[config.mk]
export PLATFORM = sky130hd
export DESIGN_NAME = ttf_ctrl
export DESIGN_NICKNAME = d
export VERILOG_FILES = /design/src/rtl/core/triangle_tangent_frame_defines.svh /design/src/rtl/core/ttf_pkg.sv /design/src/rtl/core/ttf_ctrl.sv
export SDC_FILE = /design/constraint.sdc
export NUM_CORES = 1
export LEC_CHECK = 0
export BUFFER_PORTS_ARGS = -buffer_cell sky130_fd_sc_hd__buf_4
export CAP_MARGIN = 10
export CORE_UTILIZATION = 23
export CTS_CLUSTER_SIZE = 40
export DETAILED_ROUTE_END_ITERATION = 6
export PLACE_DENSITY_LB_ADDON = 0.12
export SETUP_SLACK_MARGIN = 0.05
export SLEW_MARGIN = 20
export SYNTH_ARGS = -nofsm -noshare
export SYNTH_HDL_FRONTEND = slang
export SYNTH_SLANG_ARGS = --single-unit
[constraint.sdc]
create_clock -name i_clk -period 1.9 [get_ports i_clk]
set_clock_uncertainty 0.1 [all_clocks]
set_input_delay 0.285 -clock i_clk [delete_from_list [all_inputs] [get_ports i_clk]]
set_output_delay 0.285 -clock i_clk [all_outputs]
set_load 0.03 [all_outputs]
[src/rtl/core/triangle_tangent_frame_defines.svh]
// assertion macros for the triangle tangent frame block
`ifndef TRIANGLE_TANGENT_FRAME_DEFINES_SVH
`define TRIANGLE_TANGENT_FRAME_DEFINES_SVH
`ifndef NO_ASSERTIONS
`define TTF_ASSERT_IMPL(label, clk, rst_n, ante, cons) \
    label: assert property (@(posedge clk) disable iff (!rst_n) (ante) |-> (cons)) \
        else $error("assertion failed");
`define TTF_ASSERT_NEXT(label, clk, rst_n, ante, cons) \
    label: assert property (@(posedge clk) disable iff (!rst_n) (ante) |=> (cons)) \
        else $error("assertion failed");
`else
`define TTF_ASSERT_IMPL(label, clk, rst_n, ante, cons)
`define TTF_ASSERT_NEXT(label, clk, rst_n, ante, cons)
`endif
`endif

[src/rtl/core/ttf_pkg.sv]
// shared types and constants of the triangle tangent frame block
`default_nettype none
package ttf_pkg;
    localparam int FRAC_BITS = 16;

    typedef struct packed {
        logic signed [31:0] pos_x;
        logic signed [31:0] pos_y;
        logic signed [31:0] pos_z;
        logic signed [31:0] tex_u;
        logic signed [31:0] tex_v;
        logic               end_of_list;
    } t_in;

    typedef struct packed {
        logic signed [31:0] tangent_x;
        logic signed [31:0] tangent_y;
        logic signed [31:0] tangent_z;
        logic signed [31:0] bitangent_x;
        logic signed [31:0] bitangent_y;
        logic signed [31:0] bitangent_z;
        logic               degenerate;
    } t_out;

    // product selector for the shared multiplier
    typedef enum logic [3:0] {
        M_DET_A, M_DET_B,
        M_T0_A, M_T0_B, M_T1_A, M_T1_B, M_T2_A, M_T2_B,
        M_B0_A, M_B0_B, M_B1_A, M_B1_B, M_B2_A, M_B2_B
    } t_msel;

    typedef struct packed {
        logic  load_first;
        logic  load_second;
        logic  load_third;
        logic  mul_en;
        t_msel msel;
        logic  div_start;
        logic  [2:0] div_idx;
        logic  emit;
    } t_cmd;

    typedef struct packed {
        logic div_done;
        logic det_zero;
    } t_stat;

    function automatic logic signed [31:0] sat32(input logic signed [32:0] v);
        if (v > 33'sd2147483647) begin
            return 32'sh7fffffff;
        end else if (v < -33'sd2147483648) begin
            return 32'sh80000000;
        end
        return v[31:0];
    endfunction

    function automatic logic signed [63:0] subsat64(input logic signed [63:0] a,
                                                    input logic signed [63:0] b);
        logic signed [64:0] d;
        d = {a[63], a} - {b[63], b};
        if (d[64] != d[63]) begin
            return d[64] ? {1'b1, 63'd0} : {1'b0, {63{1'b1}}};
        end
        return d[63:0];
    endfunction
endpackage
`default_nettype wire

[src/rtl/core/ttf_ctrl.sv]
// controller: vertex phase, multiply sequence, divide sequence and result emit
`default_nettype none
module ttf_ctrl (
    input  wire            i_clk,
    input  wire            i_rst_n,
    input  wire            i_accept,
    input  wire            i_last,
    input  ttf_pkg::t_stat i_stat,
    output ttf_pkg::t_cmd  o_cmd,
    output logic           o_busy,
    output logic [1:0]     o_phase
);
    localparam logic [1:0] S_IDLE = 2'd0;
    localparam logic [1:0] S_MUL  = 2'd1;
    localparam logic [1:0] S_DIV  = 2'd2;
    localparam logic [1:0] S_EMIT = 2'd3;

    logic [1:0] r_state, n_state;
    logic [1:0] r_phase, n_phase;
    logic [3:0] r_mcnt, n_mcnt;
    logic [2:0] r_didx, n_didx;
    logic       r_dgo, n_dgo;

    always_comb begin
        n_state = r_state;
        n_phase = r_phase;
        n_mcnt  = r_mcnt;
        n_didx  = r_didx;
        n_dgo   = 1'b0;
        o_cmd   = '0;
        o_cmd.msel    = ttf_pkg::t_msel'(r_mcnt);
        o_cmd.div_idx = r_didx;
        case (r_state)
            S_IDLE: begin
                if (i_accept) begin
                    case (r_phase)
                        2'd1: begin
                            o_cmd.load_second = 1'b1;
                            n_phase = 2'd2;
                        end
                        2'd2: begin
                            o_cmd.load_third = 1'b1;
                            n_phase = 2'd0;
                            n_state = S_MUL;
                            n_mcnt  = '0;
                        end
                        default: begin
                            o_cmd.load_first = 1'b1;
                            n_phase = 2'd1;
                        end
                    endcase
                    if (i_last) begin
                        n_phase = 2'd0;
                    end
                end
            end
            S_MUL: begin
                o_cmd.mul_en = 1'b1;
                n_mcnt = r_mcnt + 4'd1;
                if (r_mcnt == 4'(ttf_pkg::M_B2_B)) begin
                    n_state = S_DIV;
                    n_didx  = '0;
                    n_dgo   = 1'b1;
                end
            end
            S_DIV: begin
                // wait for the last difference to be written before the first start
                if (r_dgo) begin
                    n_dgo = 1'b0;
                end else if (r_mcnt != 4'd0) begin
                    n_mcnt = 4'd0;
                    if (i_stat.det_zero) begin
                        n_state = S_EMIT;
                    end else begin
                        o_cmd.div_start = 1'b1;
                    end
                end else if (i_stat.div_done) begin
                    if (r_didx == 3'd5) begin
                        n_state = S_EMIT;
                    end else begin
                        n_didx = r_didx + 3'd1;
                        n_mcnt = 4'd1;
                    end
                end
            end
            S_EMIT: begin
                o_cmd.emit = 1'b1;
                n_state = S_IDLE;
            end
            default: n_state = S_IDLE;
        endcase
    end

    always_ff @(posedge i_clk) begin
        if (!i_rst_n) begin
            r_state <= S_IDLE;
            r_phase <= 2'd0;
            r_mcnt  <= '0;
            r_didx  <= '0;
            r_dgo   <= 1'b0;
        end else begin
            r_state <= n_state;
            r_phase <= n_phase;
            r_mcnt  <= n_mcnt;
            r_didx  <= n_didx;
            r_dgo   <= n_dgo;
        end
    end

    assign o_busy  = (r_state != S_IDLE);
    assign o_phase = r_phase;
endmodule
`default_nettype wire

==> results of run 1 <==
power groups by stage:
stage | combinational [mW] | clock, mW | sequential, mW
after global routing | 0.619 | 0.230 | 0.281
after floorplan | 0.328 | 0 | 0.303
final | 0.559 | 0.209 | 0.279
after global placement | 0.554 | 0 | 0.286
after detailed placement | 0.549 | 0 | 0.286
after CTS | 0.553 | 0.219 | 0.279
cells in the final DEF, fill, tap and decap left out, types with 2 or more instances in the layout:
cell type / count
buf_4: 31
nand2_1: 11
ha_1: 10
dfxtp_1: 9
inv_1: 7
nand3_1: 4
mux2i_1: 4
and3_1: 3
and2_1: 3
nand2b_1: 3
nor3b_1: 3
a21oi_1: 3
clkbuf_4: 3
inv_2: 2
o221ai_1: 2
nor2_1: 2
nor2b_1: 2
nand3b_1: 2
dfxtp_2: 2
worst register-to-register path: cells and delay by family (launching register included):
| family | cells | cell delay, ns |
|---|---|---|
| adder cells (fa/ha/maj) | 1 | 0.14 |
| buffers and inverters | 2 | 0.31 |
| multiplexers | 1 | 0.16 |
| AO/OA/AOI/OAI | 1 | 0.26 |
| flip-flops | 1 | 0.35 |
| AND/OR/NAND/NOR | 2 | 0.41 |
final timing paths:
kind	to	slack, ns
worst max-delay path	o_cmd[4]	0.04
worst min-delay path	o_phase[1]	0.22
worst max register to register	r_state[1]	0.10
worst min register to register	r_didx[1]	0.38
logic make-up after synthesis:
| logic type | count (synthesis) | share of synthesized area |
|---|---|---|
| AO/OA/AOI/OAI | 16 | 0.1377 |
| adder cells (fa/ha/maj) | 12 | 0.1796 |
| buffers and inverters | 11 | 0.04940 |
| flip-flops | 12 | 0.2874 |
| multiplexers | 4 | 0.04791 |
| AND/OR/NAND/NOR | 43 | 0.2979 |
routing by layer:
metal	vias up	share of wire	global-route usage
met3	2	0.048	0.03676
met2	23	0.47	0.1964
li1	416	-	-
met5	-	0	0
met4	0	0.011	0.03488
met1	374	0.47	0.1346
metrics by stage:
stage / TNS [ns] / hold slack [ns] / worst slack [ns] / cell area (um^2)
3_5_place_dp: 0 / 0.3732 / 0.05819 / 1106
4_1_cts: 0 / 0.2141 / 0.02122 / 1209
6_report: 0 / 0.2229 / 0.04306 / 1217
2_1_floorplan: 0 / 0.3486 / 0.02445 / 845.8
5_1_grt: -0.09846 / 0.2464 / -0.03271 / 1217
3_3_place_gp: 0 / 0.3677 / 0.05853 / 1106
registers in the layout, indices dropped and copies added, names as in the netlist:
signal	count
r_didx	3
r_state	2
r_mcnt	4
o_phase	2
r_dgo	1
final cells by class:
| cell class | instances | share of cell area |
|---|---|---|
| Timing Repair Buffer | 32 | 0.2004 |
| Clock buffer | 4 | 0.02980 |
| Multi-Input combinational cell | 75 | 0.4923 |
| Sequential cell | 12 | 0.2025 |
| Tap cell | 46 | 0.04728 |
| Inverter | 9 | 0.02775 |
timing repair:
action / CTS / global route
setup buffers: 4 / 0
hold buffers: 0 / 0
setup endpoints to repair: 3 / 9
pin swaps: 2 / 3
gates resized for setup: 10 / 4
==> flow_summary.yaml, run 1 <==
outcome:
  status: "completed"
setup_path:
  rr_worst_depth: 7
  worstPathMaxFanout: 2
  required_ns: 1.51
  slowest_delay_ns: 0.35
  crit_type: "flip-flop to output port"
  critical_path.cell_chain: "inv_2 -> ha_4 -> nor3b_4 -> nor3b_2 -> nor2b_4 -> buf_6"
  reg2reg_from: "r_mcnt[0]"
  path_buf_inv: 2
  arrival_ns: 1.47
  crit_family: "simple AND/OR/NAND/NOR gates"
  startpoint: "r_mcnt[1]"
  cp-end-kind: "output port"
  cpMaxStageDelayCell: "dfxtp_2"
  start_kind: "flip-flop"
  cp.depth: 6
hold_path:
  hold_depth: 4
  hold_start: "i_last"
  min_path_type: "input pin to flip-flop"
power_and_ir_drop:
  p_switching_mw: 0.4245
  power_frac_seq: 0.266
  leakage_nw: 0.5251
  share_comb_of_total_power: 0.534
  switching_share: 0.4056
  total_power_mw: 1.046
  ir_drop_mv: 0.4089
  internal-power_mw: 0.6220
  power_frac_clock: 0.200
  p_per_area_mw_per_mm2: 859.6
yosys:
  synthCells: 98
  synth_edf_count: 0
  synth_area_um2: 835.8
  synth_cell_types: 33
  ys.flop_type: "dfxtp_1"
  syn_nets: 116
  synth_area_leaders: "dfxtp_1 (29%), ha_1 (18%), nand2_1 (4.9%)"
  async_reset_ff_frac: 0
  yosys_warnings: 0
  ys_seq_area_frac: 0.2874
  synth_common_cells: "dfxtp_1 (12), ha_1 (12), nand2_1 (11)"
  avgSynthCellArea_um2: 8.529
  ys_seq_elements: 12
  synth_top_cell_by_area: "dfxtp_1"
  yosys.area.top_type_share: 0.2874
layout:
  stdcell_count: 178
  final_util: 0.3564
  register_area_um2: 246.5
  drive_gt1_frac: 0.3636
  multi_input_area_um2: 599.3
  fin_nets: 151
  n_antenna_cell: 0
  fillers: 383
  syn_to_final_growth_pct: 45.66
timing:
  rsz0062_at_grt: "true"
  fin_crit_ns: 1.857
  slew_headroom: 0.7419
  tightest_slew_ns: 0.3872
  hold_violations: 0
  period_share: 0.9773
  setup_viol: 0
  fmax_mhz: 538.5
  report.final.slew_viol_count: 0
floorplanning:
  rows: 21
  die_area_mm2: 0.003879
  die_w_um: 62.28
  ios: 22
  die_h_um: 62.28
  core_mm2: 0.003416
  initial_core_util: 0.2447
route:
  viasPerCell: 4.579
  postRouteAntennaNets: 0
  wl_um: 2110
  dr_total_vias: 815
  drt_iter0_markers: 12
  drcViolationCount: 0
  wl_per_cell_um: 11.85
  dr.pass1.iters: 4
clock_tree:
  cts_tree: "done"
  root_buffer: "clkbuf_4"
  cts.sink_count: 12
  numCtsBuffers: 3
  path_clk_slew_ns: 0.08
  cts-htree-levels: 1
  worstSkewPairLatency_ns: 0.27
  clk_path_buf_depth: 2
grt:
  grt_start_max_net_pins: 22
  grt_pass1_vias: 785
  grtUsageTotal: 0.1144
  grt_first_pass_wirelength_um: 3498
  antenna_found_initial: 0
  grt_remaining_overflow: 0
placement:
  place_congestion: 0.7951
  dp_cells: 170
  numPortBuffers: 21
  dpl.hpwl_um: 1545
flow_run:
  max-cap-violations: 0
Note: power is estimated with default switching activity, not from simulation.
==> run 2: changes to the inputs <==
==> constraint.sdc (replaced) <==
create_clock -name i_clk -period 1.9 [get_ports i_clk]
set_clock_uncertainty 0.1 [all_clocks]
set_input_delay 0.285 -clock i_clk [delete_from_list [all_inputs] [get_ports i_clk]]
set_output_delay 0.285 -clock i_clk [all_outputs]
set_load 0.005 [all_outputs]
==> run 2 against run 1 <==
Compared with the run above: register-to-register slack gained 0.08 ns; first-iteration DRC count grew 67%; clock power grew 3%; utilization grew 1.8 points; combinational power shrank 4.7%; die area is the same; wire length grew 3.0%; power shrank 1.0%; non-clock buffer count grew 2; flip-flop and latch count is the same; worst setup slack gained 0.031 ns; critical path type unchanged; critical endpoint unchanged.
==> flow_summary.yaml, run 2 (synthesis results as in run 1) <==
setup_path:
  required_ns: 1.51
  worstPathMaxFanout: 2
  start_kind: "flip-flop"
  crit_type: "flip-flop to output port"
  arrival_ns: 1.44
  cp-end-kind: "output port"
grt:
  grt_first_pass_wirelength_um: 3650
  grt_remaining_overflow: 0
  grt_pass1_vias: 793
  grt_start_max_net_pins: 22
  grtUsageTotal: 0.1203
  antenna_found_initial: 0
floorplanning:
  ios: 22
  initial_core_util: 0.2447
  core_mm2: 0.003416
  die_area_mm2: 0.003879
  die_h_um: 62.28
  rows: 21
  die_w_um: 62.28
route:
  drt_iter0_markers: 20
  wl_per_cell_um: 12.07
  viasPerCell: 4.528
  wl_um: 2173
  m1WireLength_um: 1033
  top_layer_used: "met4"
  dr_total_vias: 815
  drcViolationCount: 0
  wl_met2_um: 992
  dr_wl_met3_um: 123
  postRouteAntennaNets: 0
  dr.pass1.iters: 4
clock_tree:
  cts.sink_count: 12
  cts_tree: "done"
  path_clk_slew_ns: 0.09
  clk_path_buf_depth: 2
  cts_hold_buf: 0
  numCtsBuffers: 3
  worstSkewPairLatency_ns: 0.28
  cts-htree-levels: 1
  root_buffer: "clkbuf_4"
layout:
  stdcell_count: 180
  final_cell_mix: "buf_4 (33), nand2_1 (11), ha_1 (10)"
  final_common_cell: "buf_4"
  regMostFlops: "r_mcnt"
  reg_top3: "r_mcnt (4), r_didx (3)"
  syn_to_final_growth_pct: 52.99
  fin_nets: 153
  n_antenna_cell: 0
  largest_reg_flops: 4
  drive_gt1_frac: 0.4254
timing:
  report.final.slew_viol_count: 0
  fmax_mhz: 547.6
  tightest_slew_ns: 0.2769
  fin_crit_ns: 1.826
  slew_headroom: 0.8152
  hold_violations: 0
  setup-tns-final_ns: 0
  setup_viol: 0
  rsz0062_at_grt: "true"
  period_share: 0.9611
  hold_slack_ns: 0.2269
  setup_slack_ns: 0.07390
placement:
  numPortBuffers: 21
  dpl.hpwl_um: 1619
  dp_cells: 171
  dpl_worst_slack_ns: 0.06965
  place_congestion: 0.7063
power_and_ir_drop:
  p_per_area_mw_per_mm2: 810.0
  total_power_mw: 1.036
  ir_drop_mv: 0.3598
  leakage_nw: 0.5591
flow_run:
  max-cap-violations: 0
hold_path:
  min_path_type: "input pin to flip-flop"
outcome:
  status: "completed"
## run 2: changes by cell type in the layout (fill, tap and decap cells not counted), sizes merged
cell,delta
buf,+2
## run 2: repair_timing
action                     in CTS  in global routing
setup endpoints to repair       1                  8
pin swaps                       1                  5
resized for setup               9                 18
setup buffers                   3                  2
## run 2: critical path: stages, from the launching register on
cell and delay (ns):
dfxtp_2 0.34, inv_2 0.05, ha_4 0.15, nor3b_4 0.15
nor3b_4 0.18, nor2b_2 0.17, buf_4 0.11
## run 2: area by class of cell
cell class	instances	area, um^2
Timing Repair Buffer	34	259.0
Multi-Input combinational cell	75	644.4
Clock buffer	4	36.28
Fill cell	380	2137
Inverter	9	33.78
Sequential cell	12	247.7
Tap cell	46	57.56
## run 2: path summary, 6_finish.rpt
path	depth (start not counted)	start	slack (ns)	to
max	6	r_mcnt[1]	0.07	o_cmd[4]
min	4	i_last	0.23	o_phase[0]
max reg2reg	6	r_didx[1]	0.18	r_didx[1]
min reg2reg	2	r_didx[1]	0.39	r_didx[1]
## run 2: report_power, final
group | internal [mW] | total (mW) | switching, mW
Clock | 0.117 | 0.215 | 0.0982
Combinational | 0.268 | 0.533 | 0.265
Sequential | 0.272 | 0.288 | 0.0160
## run 2: stage by stage
stage | utilization | area [um^2]
2_1_floorplan | - | 835.8
3_5_place_dp | 0.3231 | 1104
4_1_cts | 0.3476 | 1187
3_3_place_gp | 0.3231 | 1104
5_1_grt | 0.3744 | 1279
6_report | 0.3744 | 1279
## run 2: metal layers
layer | track usage | up-vias
met5 | 0 | -
met4 | 0.02616 | 0
met3 | 0.03860 | 2
met2 | 0.2005 | 22
met1 | 0.1503 | 375
li1 | - | 416
